**src/rtl/core/css_pkg.sv**
```systemverilog
// Shared types and codes for the compacting segment store.
package css_pkg;

   localparam logic [2:0] OP_CREATE = 3'd0;
   localparam logic [2:0] OP_ADD    = 3'd1;
   localparam logic [2:0] OP_DELVAL = 3'd2;
   localparam logic [2:0] OP_CLEAR  = 3'd3;
   localparam logic [2:0] OP_DELSEG = 3'd4;
   localparam logic [2:0] OP_RESIZE = 3'd5;

   localparam logic [2:0] ST_OK       = 3'd0;
   localparam logic [2:0] ST_ROOM     = 3'd1;
   localparam logic [2:0] ST_UNKNOWN  = 3'd2;
   localparam logic [2:0] ST_RANGE    = 3'd3;
   localparam logic [2:0] ST_FULL     = 3'd4;
   localparam logic [2:0] ST_NOTFOUND = 3'd5;

   typedef enum logic [3:0] {
      S_INIT,
      S_IDLE,
      S_LOOK,
      S_DISPATCH,
      S_SCAN,
      S_ZERO,
      S_SHIFT,
      S_MARK,
      S_RESP
   } state_type;

   typedef struct packed {
      logic [2:0]         op;
      logic [15:0]        segment_id;
      logic signed [31:0] value;
      logic [5:0]         slot_index;
      logic               auto_slot;
      logic [6:0]         seg_size;
   } req_type;

   typedef struct packed {
      logic [2:0]  status;
      logic [15:0] new_id;
      logic [6:0]  free_words;
   } rsp_type;

endpackage

```
**src/rtl/core/css_ram.sv**
```systemverilog
// Simple dual-port synchronous memory with registered read data.
module css_ram #(
   parameter int DEPTH = 64,
   parameter int WIDTH = 32
) (
   input  logic                     clock,
   input  logic                     we,
   input  logic [$clog2(DEPTH)-1:0] waddr,
   input  logic [WIDTH-1:0]         wdata,
   input  logic [$clog2(DEPTH)-1:0] raddr,
   output logic [WIDTH-1:0]         rdata
);

   logic [WIDTH-1:0] mem [DEPTH];
   logic [WIDTH-1:0] rdata_ff;

   always_ff @(posedge clock) begin
      if (we) begin
         mem[waddr] <= wdata;
      end
      rdata_ff <= mem[raddr];
   end

   assign rdata = rdata_ff;

endmodule

```
**src/rtl/core/css_ctrl.sv**
```systemverilog
// Sequencer that locates segments, scans slots and moves words in the two memories.
module css_ctrl #(
   parameter int DEPTH      = 64,
   parameter int WORD_WIDTH = 32,
   parameter int ID_WIDTH   = 16
) (
   input  logic                                         clock,
   input  logic                                         reset,
   input  logic                                         req_valid,
   output logic                                         req_ready,
   input  css_pkg::req_type                             req_data,
   output logic                                         res_valid,
   input  logic                                         res_ready,
   output css_pkg::rsp_type                             res_data,
   output logic [$clog2(DEPTH)-1:0]                     raddr,
   output logic [$clog2(DEPTH)-1:0]                     waddr,
   output logic                                         d_we,
   output logic [WORD_WIDTH-1:0]                        d_wdata,
   input  logic [WORD_WIDTH-1:0]                        d_rdata,
   output logic                                         m_we,
   output logic [$clog2(DEPTH+1)+ID_WIDTH-1:0]          m_wdata,
   input  logic [$clog2(DEPTH+1)+ID_WIDTH-1:0]          m_rdata
);
   import css_pkg::*;

   localparam int AW  = $clog2(DEPTH);
   localparam int CW  = $clog2(DEPTH + 1);
   localparam int MW  = CW + ID_WIDTH;
   localparam int XW  = ((CW > 7) ? CW : 7) + 2;
   localparam int IXW = (ID_WIDTH > 16) ? ID_WIDTH : 16;

   state_type           state_ff, state_in;
   req_type             req_ff, req_in;
   logic [CW-1:0]       fill_ff, fill_in;
   logic [ID_WIDTH-1:0] next_id_ff, next_id_in;
   logic [AW-1:0]       base_ff, base_in;
   logic [CW-1:0]       size_ff, size_in;
   logic [ID_WIDTH-1:0] idp1_ff, idp1_in;
   logic [CW-1:0]       cnt_ff, cnt_in;
   logic [AW-1:0]       ptr_ff, ptr_in;
   logic                pv_ff, pv_in;
   logic [AW-1:0]       pa_ff, pa_in;
   logic                pc_ff, pc_in;
   logic                up_ff, up_in;
   logic [CW-1:0]       dist_ff, dist_in;
   logic [CW-1:0]       lim_ff, lim_in;
   logic [2:0]          status_ff, status_in;
   logic [15:0]         nid_ff, nid_in;

   logic [63:0]           val_ext;
   logic [WORD_WIDTH-1:0] word;
   logic [CW-1:0]         r_size;
   logic [ID_WIDTH-1:0]   r_idp1;
   logic                  id_hit;
   logic [CW-1:0]         room_at;
   logic [XW-1:0]         seg_end;
   logic [XW-1:0]         new_end;
   logic [XW-1:0]         fill_resized;
   logic [XW-1:0]         slot_addr;
   logic                  copy_now;
   logic [XW-1:0]         src_addr;
   logic                  scan_hit;

   assign val_ext      = {32'b0, req_ff.value};
   assign word         = val_ext[WORD_WIDTH-1:0];
   assign r_size       = m_rdata[MW-1:ID_WIDTH];
   assign r_idp1       = m_rdata[ID_WIDTH-1:0];
   assign id_hit       = (r_size != '0) && (r_idp1 != '0) &&
                         (IXW'(r_idp1 - ID_WIDTH'(1)) == IXW'(req_ff.segment_id));
   assign room_at      = CW'(DEPTH) - CW'(pa_ff);
   assign seg_end      = XW'(base_ff) + XW'(size_ff);
   assign new_end      = XW'(base_ff) + XW'(req_ff.seg_size);
   assign fill_resized = XW'(fill_ff) + XW'(req_ff.seg_size) - XW'(size_ff);
   assign slot_addr    = XW'(base_ff) + XW'(req_ff.slot_index);
   assign copy_now     = up_ff ? (XW'(ptr_ff) >= XW'(lim_ff)) : (XW'(ptr_ff) < XW'(lim_ff));
   assign src_addr     = up_ff ? (XW'(ptr_ff) - XW'(dist_ff)) : (XW'(ptr_ff) + XW'(dist_ff));
   assign scan_hit     = (req_ff.op == OP_ADD) ? (d_rdata == '0) : (d_rdata == word);

   always_ff @(posedge clock) begin
      if (reset) begin
         state_ff   <= S_INIT;
         fill_ff    <= '0;
         next_id_ff <= '0;
         cnt_ff     <= CW'(DEPTH);
         ptr_ff     <= '0;
         pv_ff      <= 1'b0;
      end else begin
         state_ff   <= state_in;
         fill_ff    <= fill_in;
         next_id_ff <= next_id_in;
         cnt_ff     <= cnt_in;
         ptr_ff     <= ptr_in;
         pv_ff      <= pv_in;
      end
   end

   always_ff @(posedge clock) begin
      req_ff    <= req_in;
      base_ff   <= base_in;
      size_ff   <= size_in;
      idp1_ff   <= idp1_in;
      pa_ff     <= pa_in;
      pc_ff     <= pc_in;
      up_ff     <= up_in;
      dist_ff   <= dist_in;
      lim_ff    <= lim_in;
      status_ff <= status_in;
      nid_ff    <= nid_in;
   end

   always_comb begin
      state_in   = state_ff;
      req_in     = req_ff;
      fill_in    = fill_ff;
      next_id_in = next_id_ff;
      base_in    = base_ff;
      size_in    = size_ff;
      idp1_in    = idp1_ff;
      cnt_in     = cnt_ff;
      ptr_in     = ptr_ff;
      pv_in      = 1'b0;
      pa_in      = pa_ff;
      pc_in      = pc_ff;
      up_in      = up_ff;
      dist_in    = dist_ff;
      lim_in     = lim_ff;
      status_in  = status_ff;
      nid_in     = nid_ff;
      raddr      = ptr_ff;
      waddr      = pa_ff;
      d_we       = 1'b0;
      d_wdata    = '0;
      m_we       = 1'b0;
      m_wdata    = '0;
      req_ready  = 1'b0;
      res_valid  = 1'b0;

      case (state_ff)
         S_INIT: begin
            d_we   = 1'b1;
            m_we   = 1'b1;
            waddr  = ptr_ff;
            ptr_in = ptr_ff + AW'(1);
            cnt_in = cnt_ff - CW'(1);
            if (cnt_ff == CW'(1)) begin
               state_in = S_IDLE;
            end
         end
         S_IDLE: begin
            req_ready = 1'b1;
            if (req_valid) begin
               req_in    = req_data;
               status_in = ST_OK;
               nid_in    = '0;
               ptr_in    = '0;
               cnt_in    = CW'(DEPTH);
               case (req_data.op)
                  OP_CREATE: begin
                     if ((req_data.seg_size == '0) ||
                         (XW'(req_data.seg_size) > XW'(DEPTH) - XW'(fill_ff)) ||
                         (next_id_ff == '1)) begin
                        status_in = ST_ROOM;
                        state_in  = S_RESP;
                     end else begin
                        ptr_in   = AW'(fill_ff);
                        cnt_in   = CW'(req_data.seg_size);
                        nid_in   = 16'(next_id_ff);
                        state_in = S_ZERO;
                     end
                  end
                  OP_ADD, OP_DELVAL, OP_CLEAR, OP_DELSEG, OP_RESIZE: begin
                     state_in = S_LOOK;
                  end
                  default: begin
                     state_in = S_RESP;
                  end
               endcase
            end
         end
         S_LOOK: begin
            if (cnt_ff != '0) begin
               pv_in  = 1'b1;
               pa_in  = ptr_ff;
               ptr_in = ptr_ff + AW'(1);
               cnt_in = cnt_ff - CW'(1);
            end
            if (pv_ff && id_hit) begin
               pv_in    = 1'b0;
               base_in  = pa_ff;
               idp1_in  = r_idp1;
               size_in  = (r_size > room_at) ? room_at : r_size;
               state_in = S_DISPATCH;
            end else if (!pv_ff && (cnt_ff == '0)) begin
               status_in = ST_UNKNOWN;
               state_in  = S_RESP;
            end
         end
         S_DISPATCH: begin
            state_in = S_RESP;
            case (req_ff.op)
               OP_ADD, OP_CLEAR: begin
                  if ((req_ff.op == OP_ADD) && req_ff.auto_slot) begin
                     ptr_in   = base_ff;
                     cnt_in   = size_ff;
                     state_in = S_SCAN;
                  end else if (XW'(req_ff.slot_index) >= XW'(size_ff)) begin
                     status_in = ST_RANGE;
                  end else begin
                     d_we    = 1'b1;
                     waddr   = AW'(slot_addr);
                     d_wdata = (req_ff.op == OP_ADD) ? word : '0;
                  end
               end
               OP_DELVAL: begin
                  ptr_in   = base_ff;
                  cnt_in   = size_ff;
                  state_in = S_SCAN;
               end
               OP_DELSEG: begin
                  fill_in  = (fill_ff >= size_ff) ? (fill_ff - size_ff) : '0;
                  up_in    = 1'b0;
                  dist_in  = size_ff;
                  lim_in   = CW'(DEPTH) - size_ff;
                  ptr_in   = base_ff;
                  cnt_in   = CW'(DEPTH) - CW'(base_ff);
                  state_in = S_SHIFT;
               end
               OP_RESIZE: begin
                  if ((req_ff.seg_size == '0) || (fill_resized > XW'(DEPTH))) begin
                     status_in = ST_ROOM;
                  end else if (XW'(req_ff.seg_size) > XW'(size_ff)) begin
                     fill_in  = CW'(fill_resized);
                     up_in    = 1'b1;
                     dist_in  = CW'(req_ff.seg_size) - size_ff;
                     lim_in   = CW'(new_end);
                     ptr_in   = AW'(DEPTH - 1);
                     cnt_in   = CW'(XW'(DEPTH) - seg_end);
                     state_in = S_SHIFT;
                  end else if (XW'(req_ff.seg_size) < XW'(size_ff)) begin
                     fill_in  = CW'(fill_resized);
                     up_in    = 1'b0;
                     dist_in  = size_ff - CW'(req_ff.seg_size);
                     lim_in   = CW'(DEPTH) - (size_ff - CW'(req_ff.seg_size));
                     ptr_in   = AW'(new_end);
                     cnt_in   = CW'(XW'(DEPTH) - new_end);
                     state_in = S_SHIFT;
                  end
               end
               default: begin
                  state_in = S_RESP;
               end
            endcase
         end
         S_SCAN: begin
            if (cnt_ff != '0) begin
               pv_in  = 1'b1;
               pa_in  = ptr_ff;
               ptr_in = ptr_ff + AW'(1);
               cnt_in = cnt_ff - CW'(1);
            end
            if (pv_ff && scan_hit) begin
               pv_in     = 1'b0;
               d_we      = 1'b1;
               waddr     = pa_ff;
               d_wdata   = (req_ff.op == OP_ADD) ? word : '0;
               status_in = ST_OK;
               state_in  = S_RESP;
            end else if (!pv_ff && (cnt_ff == '0)) begin
               status_in = (req_ff.op == OP_ADD) ? ST_FULL : ST_NOTFOUND;
               state_in  = S_RESP;
            end
         end
         S_ZERO: begin
            d_we  = 1'b1;
            m_we  = 1'b1;
            waddr = ptr_ff;
            if (ptr_ff == AW'(fill_ff)) begin
               m_wdata = {CW'(req_ff.seg_size), next_id_ff + ID_WIDTH'(1)};
            end
            ptr_in = ptr_ff + AW'(1);
            cnt_in = cnt_ff - CW'(1);
            if (cnt_ff == CW'(1)) begin
               fill_in    = fill_ff + CW'(req_ff.seg_size);
               next_id_in = next_id_ff + ID_WIDTH'(1);
               state_in   = S_RESP;
            end
         end
         S_SHIFT: begin
            if (cnt_ff != '0) begin
               raddr  = AW'(src_addr);
               pv_in  = 1'b1;
               pa_in  = ptr_ff;
               pc_in  = copy_now;
               ptr_in = up_ff ? (ptr_ff - AW'(1)) : (ptr_ff + AW'(1));
               cnt_in = cnt_ff - CW'(1);
            end
            if (pv_ff) begin
               d_we    = 1'b1;
               m_we    = 1'b1;
               waddr   = pa_ff;
               d_wdata = pc_ff ? d_rdata : '0;
               m_wdata = pc_ff ? m_rdata : '0;
            end
            if (!pv_ff && (cnt_ff == '0)) begin
               state_in = (req_ff.op == OP_RESIZE) ? S_MARK : S_RESP;
            end
         end
         S_MARK: begin
            m_we     = 1'b1;
            waddr    = base_ff;
            m_wdata  = {CW'(req_ff.seg_size), idp1_ff};
            state_in = S_RESP;
         end
         S_RESP: begin
            res_valid = 1'b1;
            if (res_ready) begin
               state_in = S_IDLE;
            end
         end
         default: begin
            state_in = S_IDLE;
         end
      endcase
   end

   always_comb begin
      res_data.status     = status_ff;
      res_data.new_id     = nid_ff;
      res_data.free_words = 7'(XW'(DEPTH) - XW'(fill_ff));
   end

endmodule

```
**src/rtl/core/compacting_segment_store.sv**
```systemverilog
// Top level of the compacting segment store with its memories and result register.
// Create zeroes the words of the new segment; other ops first locate the segment and
// then scan or move words.
// Throughput: one item at a time; the single read and write port of each memory sets
// the pace of the locate scan and of the compaction pass, one word per cycle.
// Reset: synchronous; a clearing pass over all DEPTH words zeroes both memories before the
// first item is accepted.
module compacting_segment_store #(
   parameter int DEPTH      = 64,
   parameter int WORD_WIDTH = 32,
   parameter int ID_WIDTH   = 16
) (
   input  logic             clock,
   input  logic             reset,
   input  logic             req_valid,
   output logic             req_ready,
   input  css_pkg::req_type req_data,
   output logic             rsp_valid,
   input  logic             rsp_ready,
   output css_pkg::rsp_type rsp_data
);
   import css_pkg::*;

   localparam int AW = $clog2(DEPTH);
   localparam int MW = $clog2(DEPTH + 1) + ID_WIDTH;

   logic                  ctl_res_valid;
   logic                  ctl_res_ready;
   rsp_type               ctl_res_data;
   logic [AW-1:0]         raddr;
   logic [AW-1:0]         waddr;
   logic                  d_we;
   logic [WORD_WIDTH-1:0] d_wdata;
   logic [WORD_WIDTH-1:0] d_rdata;
   logic                  m_we;
   logic [MW-1:0]         m_wdata;
   logic [MW-1:0]         m_rdata;
   logic                  rsp_valid_ff, rsp_valid_in;
   rsp_type               rsp_data_ff, rsp_data_in;

   css_ctrl #(
      .DEPTH      (DEPTH),
      .WORD_WIDTH (WORD_WIDTH),
      .ID_WIDTH   (ID_WIDTH)
   ) u_ctrl (
      .clock     (clock),
      .reset     (reset),
      .req_valid (req_valid),
      .req_ready (req_ready),
      .req_data  (req_data),
      .res_valid (ctl_res_valid),
      .res_ready (ctl_res_ready),
      .res_data  (ctl_res_data),
      .raddr     (raddr),
      .waddr     (waddr),
      .d_we      (d_we),
      .d_wdata   (d_wdata),
      .d_rdata   (d_rdata),
      .m_we      (m_we),
      .m_wdata   (m_wdata),
      .m_rdata   (m_rdata)
   );

   css_ram #(
      .DEPTH (DEPTH),
      .WIDTH (WORD_WIDTH)
   ) u_data_ram (
      .clock (clock),
      .we    (d_we),
      .waddr (waddr),
      .wdata (d_wdata),
      .raddr (raddr),
      .rdata (d_rdata)
   );

   css_ram #(
      .DEPTH (DEPTH),
      .WIDTH (MW)
   ) u_mark_ram (
      .clock (clock),
      .we    (m_we),
      .waddr (waddr),
      .wdata (m_wdata),
      .raddr (raddr),
      .rdata (m_rdata)
   );

   assign ctl_res_ready = !rsp_valid_ff || rsp_ready;

   always_comb begin
      rsp_valid_in = rsp_valid_ff;
      rsp_data_in  = rsp_data_ff;
      if (rsp_valid_ff && rsp_ready) begin
         rsp_valid_in = 1'b0;
      end
      if (ctl_res_valid && ctl_res_ready) begin
         rsp_valid_in = 1'b1;
         rsp_data_in  = ctl_res_data;
      end
   end

   always_ff @(posedge clock) begin
      if (reset) begin
         rsp_valid_ff <= 1'b0;
      end else begin
         rsp_valid_ff <= rsp_valid_in;
      end
   end

   always_ff @(posedge clock) begin
      rsp_data_ff <= rsp_data_in;
   end

   assign rsp_valid = rsp_valid_ff;
   assign rsp_data  = rsp_data_ff;

   a_no_accept_with_result: assert property (@(posedge clock) disable iff (reset)
      ctl_res_valid |-> !req_ready)
      else $error("input accepted while a result is pending in the sequencer");

   a_busy_after_accept: assert property (@(posedge clock) disable iff (reset)
      (req_valid && req_ready) |=> !req_ready)
      else $error("sequencer did not leave idle after accepting an item");

   a_rsp_from_ctrl: assert property (@(posedge clock) disable iff (reset)
      $rose(rsp_valid) |-> $past(ctl_res_valid))
      else $error("result register loaded without a sequencer result");

   a_new_id_ok: assert property (@(posedge clock) disable iff (reset)
      (rsp_valid && (rsp_data.new_id != '0)) |-> (rsp_data.status == ST_OK))
      else $error("nonzero new id reported with a failing status");

endmodule

```
**config.mk**
```make
export PLATFORM = sky130hd
export DESIGN_NAME = compacting_segment_store
export DESIGN_NICKNAME = d
export VERILOG_FILES = /design/src/rtl/core/css_pkg.sv /design/src/rtl/core/css_ram.sv /design/src/rtl/core/css_ctrl.sv /design/src/rtl/core/compacting_segment_store.sv
export SDC_FILE = /design/constraint.sdc
export NUM_CORES = 2
export LEC_CHECK = 0
export BUFFER_PORTS_ARGS = -buffer_cell sky130_fd_sc_hd__clkbuf_2
export CORE_UTILIZATION = 43
export CTS_CLUSTER_SIZE = 8
export DETAILED_ROUTE_END_ITERATION = 8
export SKIP_LAST_GASP = 1
export SLEW_MARGIN = 20
export SYNTH_ARGS = -nofsm -noshare
export SYNTH_HDL_FRONTEND = slang
export SYNTH_SLANG_ARGS = --single-unit
```
**constraint.sdc**
```tcl
create_clock -name clock -period 9.05 [get_ports clock]
set_input_delay 0.905 -clock clock [delete_from_list [all_inputs] [get_ports clock]]
set_output_delay 0.905 -clock clock [all_outputs]
set_load 0.1 [all_outputs]
```
==> impl_metrics.ini <==
[route]
first_pass_iters = 6
antenna_violating_nets_post_route = 0
detailroute.via_count = 98000
totalWireLength_um = 452000
remaining_drc_errors = 0
via_per_inst = 5.95
initialDrtViolationCount = 11900
routedWlPerCell_um = 27.5

[final_layout]
layout.filler_cells = 30200
area_growth_syn_to_layout_pct = 14.3
post_route_cells_drive_above_1_share = 0.106
multi_input_comb_area_um2 = 40700
area.sequential_um2 = 112000
fin_nets = 11700

[global_route]
first_pass_grt_wire_length_um = 654000
global_route_met1_utilization = 0.329
use_met2 = 0.384
grt_util_all_layers = 0.242
globalRoute.totalOverflow = 0
number_of_global_route_vias_before_repair = 95100
grtUsageMet3 = 0.0386
grt.busiest_layer = met2
grt_max_degree = 184
grt_antenna_before_repair = 8

[logic_synthesis]
synth_simple_gate_area_frac = 0.125
mapped_avg_cell_area_um2 = 13.8
post-synth-top-count-cell = edfxtp_1
post_synth_most_frequent_cells = edfxtp_1, nand2_1, nand3_1, mux2i_1, a311oi_1
netlist.area_leader.share = 0.710
ys.flop_type = edfxtp_1
post_synth_xor_area_fraction = 0.00907
post_synth_num_cell_types = 77
largest_family_of_logic_cells_by_synthesized_area = simple AND/OR/NAND/NOR gates
asyncSetResetFlopFracSynth = 0
synth.largest_area_cell = edfxtp_1
synth_seq_area_share = 0.723
synthAdderAreaFrac = 0.00989
synth_area_leaders = edfxtp_1, nand2_1, mux2i_1
post_synth_mux_area_share = 0.0516
synth-edff-count = 3680
netlist_area_pre_place_um2 = 156000
register_bit_total_from_synthesis = 3777
synth_warn = 0
compound_cell_area_share_of_the_yosys_netlist = 0.0585
synthesis.nets = 11500
syn_inst = 11300

[clocking]
cts_tree = yes
cts_htree_levels = 6
clkLatencyLatePin_ns = 1.02
clock_sinks = 3777
clkTransAtPathRegs_ns = 0.05
clk_tree_root_cell = clkbuf_16
post_cts_hold_buffer_count = 1
post_cts.repair.setup_buffers = 0
cts_repair_resize_count = 0
cts_buffers = 542
cts.path.max_buffers = 4

[setup_path]
cp_data_arrival_time_ns = 7.59
cells_along_the_critical_path = nand4bb_1 > a21oi_4 > mux2_8 > buf_4 > mux2i_1 > o32ai_1 > a2111oi_0 > a31oi_1 > a211oi_1 > a31oi_1
cp.required_ns = 9.88
timing.critical_path.to_type = register
critical_path_cell_with_the_highest_stage_delay = mux2_8
critical_path.top_delay_family = compound AO/OA/AOI/OAI gates
slowest_delay_ns = 0.90
cp-start-kind = register
startpoint_to_endpoint_class_of_the_critical_path = reg2reg
maximum_fanout_along_the_worst_path = 94
critical_path.most_common_cell = a31oi_1
critPathBufInv = 1

[sta]
worst_pin_slew_ns = 1.26
fin_worst_skew_ns = 0.0532
grt_setup_unrepaired = false
postLayoutSetupSlackWorst_ns = 2.29
post-route-min-period_ns = 6.76
report.final.setup_viol = 0
finalMaxSlewViolations = 0
max_slew_margin = 0.153
layout_worst_path_cycle_share = 0.747
max_clock_freq_mhz = 148
finalHoldViolations = 0
fin_setup_tns_ns = 0

[die]
floorplan.initialDensity = 0.433
pin_count = 97
area_enclosed_by_the_die_boundary_um2 = 364000
dieHeight_um = 603
floorplan.die.width_um = 603
placementRows = 220
floorplan.core_area_um2 = 359000

[placement]
io_port_bufs = 96
dpl_worst_slack_ns = 2.62
dpl.hpwl_um = 248000
gp_congestion = 0.896

[power_and_ir_drop]
switching_share = 0.336
share_comb_of_total_power = 0.264
power.switching_w = 0.0181
power.leakage_nw = 61.3
p_int_w = 0.0358
power_w = 0.0539
power_frac_clock = 0.340
peak_supply_drop_mv = 0.261
power_density_relative_to_cell_area_nw_per_um2 = 303
share_seq_of_total_power = 0.396

[min_path]
worst_hold_path_type = in2reg

[outcome]
run_status = finished clean

[run]
cap_viol_max_count = 0
[layer usage]
metal | vias to the layer above | wire length [um]
met3 | 828 | 36500
met2 | 4656 | 210000
li1 | 42700 | -
met4 | 0 | 20300
met1 | 49700 | 185000
met5 | - | 0
[kinds of logic after synthesis]
family | Yosys count
AND/OR/NAND/NOR | 4481
flip-flops | 3777
AO/OA/AOI/OAI | 1115
buffers and inverters | 841
multiplexers | 800
XOR/XNOR | 161
adder cells (fa/ha/maj) | 114
[power groups by stage]
stage | Sequential (W) | Clock [W] | Combinational, W
2_1_floorplan | 0.0213 | 0 | 0.00864
3_3_place_gp | 0.0216 | 0 | 0.0139
3_5_place_dp | 0.0216 | 0 | 0.0141
4_1_cts | 0.0213 | 0.0185 | 0.0142
5_1_grt | 0.0214 | 0.0193 | 0.0150
6_report | 0.0214 | 0.0183 | 0.0142
[placed cells by master, fill, tap and decap left out, types with 64 or more instances in the layout]
cell type  count
nor2_4        67
buf_4        262
o21ai_0       71
clkbuf_1     129
xnor2_1       71
a311o_1      105
clkbuf_2      96
dfxtp_1       97
clkbuf_16    559
mux2i_1      787
a311oi_1     543
a21oi_1       89
and3_1       335
edfxtp_1    3680
nor2_1       106
or3_1        111
ha_1          99
xor2_1        89
nand3_1      818
inv_1         99
nor2_2        64
nand2_1     2781
[state kept, by name (all words and copies together) (netlist names), 3 cells and up]
| name | count |
|---|---|
| u_ctrl.state_ff | 4 |
| u_data_ram.rdata | 32 |
| u_ctrl.base_ff | 6 |
| u_ctrl.next_id_ff | 16 |
| u_ctrl.cnt_ff | 7 |
| u_mark_ram.mem | 1472 |
| u_ctrl.req_ff | 33 |
| u_ctrl.nid_ff | 16 |
| u_ctrl.pa_ff | 6 |
| u_ctrl.word | 32 |
| u_ctrl.status_ff | 3 |
| u_mark_ram.rdata | 23 |
| u_ctrl.fill_ff | 7 |
| u_ctrl.size_ff | 7 |
| rsp_data | 26 |
| u_ctrl.lim_ff | 7 |
| u_ctrl.ptr_ff | 6 |
| u_ctrl.dist_ff | 6 |
| u_data_ram.mem | 2048 |
| u_ctrl.idp1_ff | 16 |
[stage by stage]
step / util / instance area (um2) / std cells / hold slack, ns
after floorplan: - / 156000 / 11300 / 0.400
after global placement: 0.452 / 162000 / 15700 / 0.406
after detailed placement: 0.452 / 163000 / 15700 / 0.405
after CTS: 0.494 / 178000 / 16400 / 0.00534
after global routing: 0.495 / 178000 / 16400 / 0.0439
final: 0.495 / 178000 / 16500 / 0.0654
[area by class of cell]
cell class	count	area share
clock inverters	41	0.00337
flip-flops and latches	3777	0.632
repair buffers	398	0.0184
clock buffers	689	0.0815
inverters	99	0.00209
well taps	4773	0.0336
multi-input cells	6671	0.229
diodes	4	0.0000563
[worst register-to-register path, cell delays in order (launching register included)]
cell	delay [ns]
dfxtp_1	0.75
nand4bb_1	0.49
a21oi_4	0.86
mux2_8	0.92
buf_4	0.60
mux2i_1	0.68
o32ai_1	0.44
a2111oi_0	0.61
a31oi_1	0.30
a211oi_1	0.85
a31oi_1	0.09
[final timing paths]
check                                   from                     endpoint  slack (ns)  cells past startpoint
min                             req_data[44]    u_ctrl.word[30]$_DFFE_PP_        0.07                      1
max reg2reg  u_ctrl.state_ff[1]$_SDFFE_PP0P_  u_mark_ram.rdata[3]$_DFF_P_        2.29                     10
max          u_ctrl.state_ff[1]$_SDFFE_PP0P_  u_mark_ram.rdata[3]$_DFF_P_        2.29                     10
min reg2reg    u_ctrl.status_ff[2]$_DFFE_PP_       rsp_data[25]$_DFFE_PP_        0.41                      0
(Power assumes the default switching activity.)
